`config.mk`:
```
export PLATFORM = sky130hd
export DESIGN_NAME = indexed_binary_search
export DESIGN_NICKNAME = d
export VERILOG_FILES = /design/src/rtl/ibs_pkg.sv /design/src/rtl/ibs_table.sv /design/src/rtl/ibs_search.sv /design/src/rtl/indexed_binary_search.sv
export VERILOG_INCLUDE_DIRS = /design/src /design/src/rtl
export SDC_FILE = /design/constraint.sdc
export NUM_CORES = 2
export LEC_CHECK = 0
export BUFFER_PORTS_ARGS = -buffer_cell sky130_fd_sc_hd__buf_2
export CAP_MARGIN = 30
export CORE_MARGIN = 10
export CORE_UTILIZATION = 36
export DETAILED_ROUTE_END_ITERATION = 7
export PLACE_DENSITY = 0.5
export SLEW_MARGIN = 20
export SYNTH_ARGS = -nofsm -noshare
export SYNTH_HDL_FRONTEND = slang
export SYNTH_MEMORY_MAX_BITS = 65536
export SYNTH_SLANG_ARGS = --single-unit
```
`constraint.sdc`:
```
create_clock -name clk -period 9.55 [get_ports clk]
set_clock_uncertainty 0.2 [all_clocks]
set_input_delay 0.955 -clock clk [delete_from_list [all_inputs] [get_ports clk]]
set_output_delay 0.955 -clock clk [all_outputs]
set_load 0.01 [all_outputs]
```
`src/rtl/indexed_binary_search_macros.svh`:
```
// Assertion macros for the indexed binary search block.
`ifndef INDEXED_BINARY_SEARCH_MACROS_SVH
`define INDEXED_BINARY_SEARCH_MACROS_SVH

`ifndef SYNTHESIS

// Same-cycle implication: cons must hold whenever ante holds.
`define IBS_ASSERT_IMPLY(label, clk, rst_n, ante, cons) \
  label: assert property (@(posedge clk) disable iff (!rst_n) (ante) |-> (cons)) \
    else $error("ibs assertion failed: same-cycle implication");

// Next-cycle implication: cons must hold in the cycle after ante holds.
`define IBS_ASSERT_NEXT(label, clk, rst_n, ante, cons) \
  label: assert property (@(posedge clk) disable iff (!rst_n) (ante) |=> (cons)) \
    else $error("ibs assertion failed: next-cycle implication");

`else

`define IBS_ASSERT_IMPLY(label, clk, rst_n, ante, cons)
`define IBS_ASSERT_NEXT(label, clk, rst_n, ante, cons)

`endif

`endif

```
`src/rtl/ibs_pkg.sv`:
```
package ibs_pkg;

  localparam int TABLE_DEPTH_DEF = 128;
  localparam int KEY_BITS_DEF    = 32;
  localparam int POS_W           = 7;
  localparam int REC_W           = 8;

  typedef enum logic {
    KIND_LOAD   = 1'b0,
    KIND_SEARCH = 1'b1
  } kind_t;

  typedef enum logic [1:0] {
    ST_IDLE,
    ST_PROBE,
    ST_WAIT
  } state_t;

  // Table port strobes from the search control to the table memory.
  typedef struct packed {
    logic wr_en;
    logic rd_en;
  } mem_ctl_t;

endpackage

```
`src/rtl/ibs_table.sv`:
```
module ibs_table #(
  parameter int TABLE_DEPTH = ibs_pkg::TABLE_DEPTH_DEF,
  parameter int KEY_BITS    = ibs_pkg::KEY_BITS_DEF,
  parameter int ADDR_W      = $clog2(TABLE_DEPTH)
) (
  input  logic                      clk,
  input  ibs_pkg::mem_ctl_t         mem_ctl,
  input  logic [ADDR_W-1:0]         wr_addr,
  input  logic [KEY_BITS-1:0]       wr_key,
  input  logic [ibs_pkg::POS_W-1:0] wr_pos,
  input  logic [ADDR_W-1:0]         rd_addr,
  output logic [KEY_BITS-1:0]       rd_key,
  output logic [ibs_pkg::POS_W-1:0] rd_pos
);
  import ibs_pkg::*;

  localparam int WORD_W = KEY_BITS + POS_W;

  // One word per slot: key in the upper bits, record position below.
  logic [WORD_W-1:0] mem [TABLE_DEPTH];
  logic [WORD_W-1:0] rd_q_r;

  always_ff @(posedge clk) begin
    if (mem_ctl.wr_en) begin
      mem[wr_addr] <= {wr_key, wr_pos};
    end
  end

  always_ff @(posedge clk) begin
    if (mem_ctl.rd_en) begin
      rd_q_r <= mem[rd_addr];
    end
  end

  assign rd_key = rd_q_r[WORD_W-1:POS_W];
  assign rd_pos = rd_q_r[POS_W-1:0];

endmodule

```
`src/rtl/ibs_search.sv`:
```
module ibs_search #(
  parameter int TABLE_DEPTH = ibs_pkg::TABLE_DEPTH_DEF,
  parameter int KEY_BITS    = ibs_pkg::KEY_BITS_DEF,
  parameter int ADDR_W      = $clog2(TABLE_DEPTH),
  parameter int CNT_W       = $clog2(TABLE_DEPTH + 1)
) (
  input  logic                      clk,
  input  logic                      rst_n,
  input  logic [CNT_W-1:0]          count,
  input  logic                      in_valid,
  output logic                      in_stall,
  input  logic                      in_kind,
  input  logic [ADDR_W-1:0]         in_slot,
  input  logic signed [KEY_BITS-1:0] in_entry_key,
  input  logic [ibs_pkg::POS_W-1:0] in_entry_position,
  input  logic signed [KEY_BITS-1:0] in_search_key,
  output logic                      out_valid,
  input  logic                      out_stall,
  output logic                      out_found,
  output logic [ibs_pkg::REC_W-1:0] out_record_number,
  output ibs_pkg::mem_ctl_t         mem_ctl,
  output logic [ADDR_W-1:0]         wr_addr,
  output logic [KEY_BITS-1:0]       wr_key,
  output logic [ibs_pkg::POS_W-1:0] wr_pos,
  output logic [ADDR_W-1:0]         rd_addr,
  input  logic [KEY_BITS-1:0]       rd_key,
  input  logic [ibs_pkg::POS_W-1:0] rd_pos
);
  import ibs_pkg::*;

  localparam int IW = CNT_W + 1;
  localparam logic signed [IW-1:0] ONE = IW'(1);

  state_t state_r, state_nxt;

  logic signed [KEY_BITS-1:0] key_r;
  logic signed [IW-1:0]       low_r, high_r, lo_sel, hi_sel, low_n, high_n, mid_ext;
  logic signed [IW:0]         sum_sel;
  logic [ADDR_W-1:0]          mid_r, mid_sel;

  logic                       accept, is_search, out_free;
  logic                       probe_eq, probe_gt, empty_n;
  logic                       finish, fin_found;
  logic [REC_W-1:0]           fin_rec;
  logic                       res_found_r;
  logic [REC_W-1:0]           res_rec_r;
  logic                       out_valid_r, out_found_r;
  logic [REC_W-1:0]           out_rec_r;

  assign in_stall  = (state_r != ST_IDLE);
  assign accept    = in_valid && !in_stall;
  assign is_search = (in_kind == KIND_SEARCH);
  assign out_free  = !out_valid_r || !out_stall;

  // Probe compare against the entry read on the previous cycle.
  assign probe_eq = ($signed(rd_key) == key_r);
  assign probe_gt = ($signed(rd_key) > key_r);
  assign mid_ext  = signed'(IW'(mid_r));
  assign low_n    = probe_gt ? low_r : (mid_ext + ONE);
  assign high_n   = probe_gt ? (mid_ext - ONE) : high_r;
  assign empty_n  = (low_n > high_n);

  // Interval for the next probe: fresh on accept, narrowed while probing.
  always_comb begin
    if (state_r == ST_IDLE) begin
      lo_sel = '0;
      hi_sel = signed'(IW'(count)) - ONE;
    end else begin
      lo_sel = low_n;
      hi_sel = high_n;
    end
  end

  assign sum_sel = {lo_sel[IW-1], lo_sel} + {hi_sel[IW-1], hi_sel};
  assign mid_sel = sum_sel[ADDR_W:1];

  // Next state.
  always_comb begin
    state_nxt = state_r;
    case (state_r)
      ST_IDLE: begin
        if (accept && is_search) begin
          if (count == '0) begin
            state_nxt = out_free ? ST_IDLE : ST_WAIT;
          end else begin
            state_nxt = ST_PROBE;
          end
        end
      end
      ST_PROBE: begin
        if (probe_eq || empty_n) begin
          state_nxt = out_free ? ST_IDLE : ST_WAIT;
        end
      end
      ST_WAIT: begin
        if (out_free) begin
          state_nxt = ST_IDLE;
        end
      end
      default: state_nxt = ST_IDLE;
    endcase
  end

  // Outputs of the controller.
  always_comb begin
    mem_ctl.wr_en = 1'b0;
    mem_ctl.rd_en = 1'b0;
    finish        = 1'b0;
    fin_found     = 1'b0;
    fin_rec       = '0;
    case (state_r)
      ST_IDLE: begin
        if (accept && !is_search) begin
          mem_ctl.wr_en = (CNT_W'(in_slot) < CNT_W'(TABLE_DEPTH));
        end
        if (accept && is_search) begin
          if (count == '0) begin
            finish = 1'b1;
          end else begin
            mem_ctl.rd_en = 1'b1;
          end
        end
      end
      ST_PROBE: begin
        if (probe_eq) begin
          finish    = 1'b1;
          fin_found = 1'b1;
          fin_rec   = REC_W'(rd_pos) + REC_W'(1);
        end else if (empty_n) begin
          finish = 1'b1;
        end else begin
          mem_ctl.rd_en = 1'b1;
        end
      end
      ST_WAIT: begin
      end
      default: begin
      end
    endcase
  end

  assign wr_addr = in_slot;
  assign wr_key  = in_entry_key;
  assign wr_pos  = in_entry_position;
  assign rd_addr = mid_sel;

  always_ff @(posedge clk) begin
    if (!rst_n) begin
      state_r     <= ST_IDLE;
      out_valid_r <= 1'b0;
    end else begin
      state_r <= state_nxt;
      if ((finish || state_r == ST_WAIT) && out_free) begin
        out_valid_r <= 1'b1;
      end else if (out_free) begin
        out_valid_r <= 1'b0;
      end
    end
  end

  always_ff @(posedge clk) begin
    if (accept && is_search) begin
      key_r <= in_search_key;
    end
    if (mem_ctl.rd_en) begin
      low_r  <= lo_sel;
      high_r <= hi_sel;
      mid_r  <= mid_sel;
    end
    if (finish) begin
      res_found_r <= fin_found;
      res_rec_r   <= fin_rec;
    end
    if (out_free) begin
      if (state_r == ST_WAIT) begin
        out_found_r <= res_found_r;
        out_rec_r   <= res_rec_r;
      end else if (finish) begin
        out_found_r <= fin_found;
        out_rec_r   <= fin_rec;
      end
    end
  end

  assign out_valid         = out_valid_r;
  assign out_found         = out_found_r;
  assign out_record_number = out_rec_r;

endmodule

```
`src/rtl/indexed_binary_search.sv`:
```
// Load request: written to the table at the accepting edge, no result.
// Search request: accepted in idle, then one table read per probe (one memory read
// port, one probe per cycle), at most ceil(log2(TABLE_DEPTH+1)) probes: 8 at 128.
// Result registered at the last probe; the next request waits until the search is done.
// Reset (rst_n low, synchronous): control idle, output empty, entry_count 0;
// table contents are undefined until loaded and get no clearing pass.
`include "indexed_binary_search_macros.svh"

module indexed_binary_search #(
  parameter int TABLE_DEPTH = ibs_pkg::TABLE_DEPTH_DEF,
  parameter int KEY_BITS    = ibs_pkg::KEY_BITS_DEF,
  parameter int ADDR_W      = $clog2(TABLE_DEPTH),
  parameter int CNT_W       = $clog2(TABLE_DEPTH + 1)
) (
  input  logic                       clk,
  input  logic                       rst_n,
  // configuration: entry_count
  input  logic                       cfg_wr_en,
  input  logic [CNT_W-1:0]           cfg_wr_data,
  // request channel
  input  logic                       in_valid,
  output logic                       in_stall,
  input  logic                       in_kind,
  input  logic [ADDR_W-1:0]          in_slot,
  input  logic signed [KEY_BITS-1:0] in_entry_key,
  input  logic [ibs_pkg::POS_W-1:0]  in_entry_position,
  input  logic signed [KEY_BITS-1:0] in_search_key,
  // result channel
  output logic                       out_valid,
  input  logic                       out_stall,
  output logic                       out_found,
  output logic [ibs_pkg::REC_W-1:0]  out_record_number
);
  import ibs_pkg::*;

  logic [CNT_W-1:0]    entry_count_r;
  logic [CNT_W-1:0]    count_sat;
  mem_ctl_t            mem_ctl;
  logic [ADDR_W-1:0]   wr_addr, rd_addr;
  logic [KEY_BITS-1:0] wr_key, rd_key;
  logic [POS_W-1:0]    wr_pos, rd_pos;

  // Count register; the user must write it only while the block is idle; the block does not enforce this.
  always_ff @(posedge clk) begin
    if (!rst_n) begin
      entry_count_r <= '0;
    end else if (cfg_wr_en) begin
      entry_count_r <= cfg_wr_data;
    end
  end

  // Clamp the searched range to the table depth.
  assign count_sat = (entry_count_r > CNT_W'(TABLE_DEPTH)) ? CNT_W'(TABLE_DEPTH)
                                                           : entry_count_r;

  // Search control: accepts one request at a time, walks the interval and
  // owns the result register. Writes happen only on a load accept in idle,
  // reads only during a search, so the two never touch the table together.
  ibs_search #(
    .TABLE_DEPTH (TABLE_DEPTH),
    .KEY_BITS    (KEY_BITS),
    .ADDR_W      (ADDR_W),
    .CNT_W       (CNT_W)
  ) u_search (
    .clk               (clk),
    .rst_n             (rst_n),
    .count             (count_sat),
    .in_valid          (in_valid),
    .in_stall          (in_stall),
    .in_kind           (in_kind),
    .in_slot           (in_slot),
    .in_entry_key      (in_entry_key),
    .in_entry_position (in_entry_position),
    .in_search_key     (in_search_key),
    .out_valid         (out_valid),
    .out_stall         (out_stall),
    .out_found         (out_found),
    .out_record_number (out_record_number),
    .mem_ctl           (mem_ctl),
    .wr_addr           (wr_addr),
    .wr_key            (wr_key),
    .wr_pos            (wr_pos),
    .rd_addr           (rd_addr),
    .rd_key            (rd_key),
    .rd_pos            (rd_pos)
  );

  // Index table: key and position per slot, registered read.
  ibs_table #(
    .TABLE_DEPTH (TABLE_DEPTH),
    .KEY_BITS    (KEY_BITS),
    .ADDR_W      (ADDR_W)
  ) u_table (
    .clk     (clk),
    .mem_ctl (mem_ctl),
    .wr_addr (wr_addr),
    .wr_key  (wr_key),
    .wr_pos  (wr_pos),
    .rd_addr (rd_addr),
    .rd_key  (rd_key),
    .rd_pos  (rd_pos)
  );

  // A hit always carries a nonzero record number, a miss always zero.
  `IBS_ASSERT_IMPLY(a_hit_rec, clk, rst_n, out_valid && out_found, out_record_number != '0)
  `IBS_ASSERT_IMPLY(a_miss_rec, clk, rst_n, out_valid && !out_found, out_record_number == '0)
  // Table write and probe read never share a cycle.
  `IBS_ASSERT_IMPLY(a_no_rw_overlap, clk, rst_n, mem_ctl.wr_en, !mem_ctl.rd_en)
  // A load request never produces a result.
  `IBS_ASSERT_NEXT(a_load_silent, clk, rst_n, in_valid && !in_stall && (in_kind == KIND_LOAD) && !out_valid, !out_valid)

endmodule

```
==> flow_summary.yaml <==
floorplanning:
  start_util_pct: 36.1
  die_area_um2: 576000
  die_h_um: 759
  io_pins: 103
  core_area_um2: 544000
  die_w_um: 759
  rows: 271
grt:
  grt_use_met1_pct: 29.0
  grt_max_degree: 100
  use_met2_pct: 32.8
  overflow: 0
  grt.busiest_layer: "met2"
  antenna_found_initial: 75
  track_usage_pct: 20.5
  gr-usage-met3_pct: 3.91
  grt_pass1_vias: 102000
  grt_first_pass_wirelength_mm: 833
final_layout:
  register_area_um2: 154000
  fillers: 47300
  final_common_cell: "edfxtp_1"
  layout-drive-gt1-share_pct: 27.1
  fin_cells: 17600
  multi_input_area_um2: 42100
  layout_common_cells: "edfxtp_1 (5,106), mux4_2 (1,248), nand2_1 (978)"
  syn2layout_area_growth_pct: 16.1
  stdcell_area_um2: 228000
  nets: 10000
power_and_ir_drop:
  clkPwrFrac_pct: 28.2
  combPwrFrac_pct: 37.7
  switchingPower_mw: 26.3
  p_leak_nw: 71.8
  p_int_mw: 47.7
  power_density_nw_per_um2: 324
  netSwitchingFraction_pct: 35.5
  p_seq_share_pct: 34.1
  vdd_ir_drop_max_mv: 0.345
placed_design:
  dp_cells: 16500
  dp_slack_ps: 943
  gp_congestion: 0.852
  place_area_um2: 210000
  place_hpwl_mm: 347
  portBuffers: 102
clocking:
  cts_buffer_depth: 4
  htree_num_levels: 6
  cts_resized: 0
  cts_setup_buffers: 0
  cts_tree: "done"
  cts_buffers: 555
  cts.sinks: 5117
  cts_root_buf: "clkbuf_16"
  ctsHoldBuffers: 26
  clk_latency_ps: 1080
  clkSlewWorstSetupHoldPaths_ps: 60
critical_path:
  cp.arrival_ps: 9380
  cp.required_ps: 10160
  critPathLaunchType: "register"
  critical_path_class: "register to register"
  crit_fanout: 65
  critical_path.endpoint_type: "register"
sta:
  setup_slack_ps: 785
  max_freq_ghz: 0.114
  fin_setup_tns_ps: 0
  rsz0062_at_grt: "false"
  final.min_clock_period_ps: 8760
  period_share_pct: 91.8
  tightest_slew_ps: 1100
  maxSlewHeadroom_pct: 27.0
  hold_violations: 0
  slew_violations: 0
  setup_viol: 0
drt:
  first_pass_iters: 5
  final_antenna_net_count: 0
  drt-wirelength-per-cell_um: 34.3
  vias: 99900
  drtIter0Drc: 12900
  routed_via_density: 5.68
  wirelength_mm: 604
  drc: 0
logic_synthesis:
  ys_ff_latch: 5117
  syn_area_per_cell_um2: 21.3
  ys.warnings.count: 0
  synthAdderAreaFrac_pct: 0.340
  synth_simple_gate_area_share_pct: 3.46
  synth_top_family_by_area: "multiplexers"
  synth_edf_count: 5106
  synth_cells: 9212
  synth_mux_area_share_pct: 15.2
  synth_ff_type: "edfxtp_1"
  synthArstFlopShare_pct: 0
  synth_xor_area_share_pct: 0.124
  synth_compound_area_share_pct: 1.60
  syn-num-nets: 9356
  ys_types: 69
  synth-seq-area-share_pct: 78.1
  syn_area_um2: 196000
status:
  outcome: "completed"
worst_hold_path:
  min_path_type: "primary input to register"
flow_run:
  drv_cap: 0
routing by layer:
| layer | vias up | share of wire (%) |
|---|---|---|
| met1 | 55000 | 42 |
| li1 | 39800 | - |
| met4 | 36 | 2.8 |
| met2 | 4252 | 47 |
| met3 | 821 | 8.0 |
| met5 | - | 0.039 |
cells by family after synthesis:
logic type               count (synthesis)
AO/OA/AOI/OAI                          424
XOR/XNOR                                27
adder cells (fa/ha/maj)                 53
buffers and inverters                  552
flip-flops                            5117
multiplexers                          1422
AND/OR/NAND/NOR                       1617
path summary, 6_finish.rpt:
check | startpoint | endpoint | slack, ps | cells after the start
worst max register to register | u_table.rd_q_r[30]$_DFFE_PP_ | u_table.rd_q_r[3]$_DFFE_PP_ | 790 | 22
worst min register to register | u_search.res_found_r$_DFFE_PP_ | u_search.out_found$_DFFE_PP_ | 320 | 2
worst max-delay path | u_table.rd_q_r[30]$_DFFE_PP_ | u_table.rd_q_r[3]$_DFFE_PP_ | 790 | 22
worst min-delay path | in_search_key[11] | u_search.key_r[11]$_DFFE_PP_ | 80 | 1
final cells by class:
type / instances / share of cell area [%]
timing repair buffer: 621 / 2.50
clock inverter: 297 / 1.16
tap: 7234 / 3.97
inverter: 45 / 0.0773
sequential: 5117 / 67.3
clock buffer: 699 / 6.49
antenna: 23 / 0.0252
multi-input combinational: 3543 / 18.4
worst max-delay path, stage by stage, from the launching register on:
cell	delay (ps)
edfxtp_1	380
ha_1	350
a21oi_1	170
o21ai_0	300
a221o_1	500
o21ai_1	580
o21a_2	710
nor2_1	120
a21oi_1	200
o21ai_0	150
ha_1	430
nor2b_1	200
and4_1	250
o211ai_1	150
o211ai_2	210
xnor2_4	490
buf_12	390
buf_12	460
buf_4	520
mux2i_1	190
a32oi_1	510
a31oi_4	390
nor4_1	500
state kept, by name, summed over array words and instances (netlist names):
register                    flops
u_search.mid_r                  7
u_table.rd_q_r                 39
u_search.out_found              1
u_search.state_r                2
u_search.low_r                  9
u_search.out_record_number      8
entry_count_r                   8
u_search.out_valid              1
u_search.res_rec_r              8
u_search.key_r                 32
u_search.high_r                 9
u_table.mem                  4992
u_search.res_found_r            1
power by group through the flow:
| stage | clock network (mW) | registers (mW) | logic, mW |
|---|---|---|---|
| after floorplan | 0 | 25.6 | 16.2 |
| after global placement | 0 | 25.7 | 27.9 |
| after detailed placement | 0 | 25.7 | 28.2 |
| after CTS | 21.2 | 25.2 | 28.3 |
| after global routing | 22.1 | 25.2 | 29.5 |
| final | 20.8 | 25.2 | 27.9 |
through the flow:
stage	utilization [%]	hold slack (ps)	total power, mW
finish	41.9	84.3	73.9
global placement	38.5	308	53.6
detailed placement	38.6	305	53.9
floorplan	-	269	41.8
CTS	41.9	1.93	74.7
global route	41.9	28.5	76.8
synth_stat cells, types with 7 or more instances:
cell      instances  area (um^2)
buf_1             7         26.3
nand2b_1          9         56.3
buf_2           112          561
and2_1           10         62.6
xor2_1           12          105
dfxtp_1          11          220
a21oi_1          33          165
o21ai_0          16         80.1
nand2_1         984         3690
a31oi_1         160         1000
nand3_1         333         1670
a32oi_1         157         1380
mux2i_1         169         1690
clkbuf_1        381         1430
nor2_1          184          691
edfxtp_1       5106       153000
mux4_2         1248        28100
nor3_1           13         65.1
xnor2_1          14          123
nand4_1           9         56.3
ha_1             51          638
inv_1            43          161
nor2b_1          13         81.3
nor4_1           40          250
a21o_1           10         75.1
o21a_1            8         60.1
(Power assumes the default switching activity.)
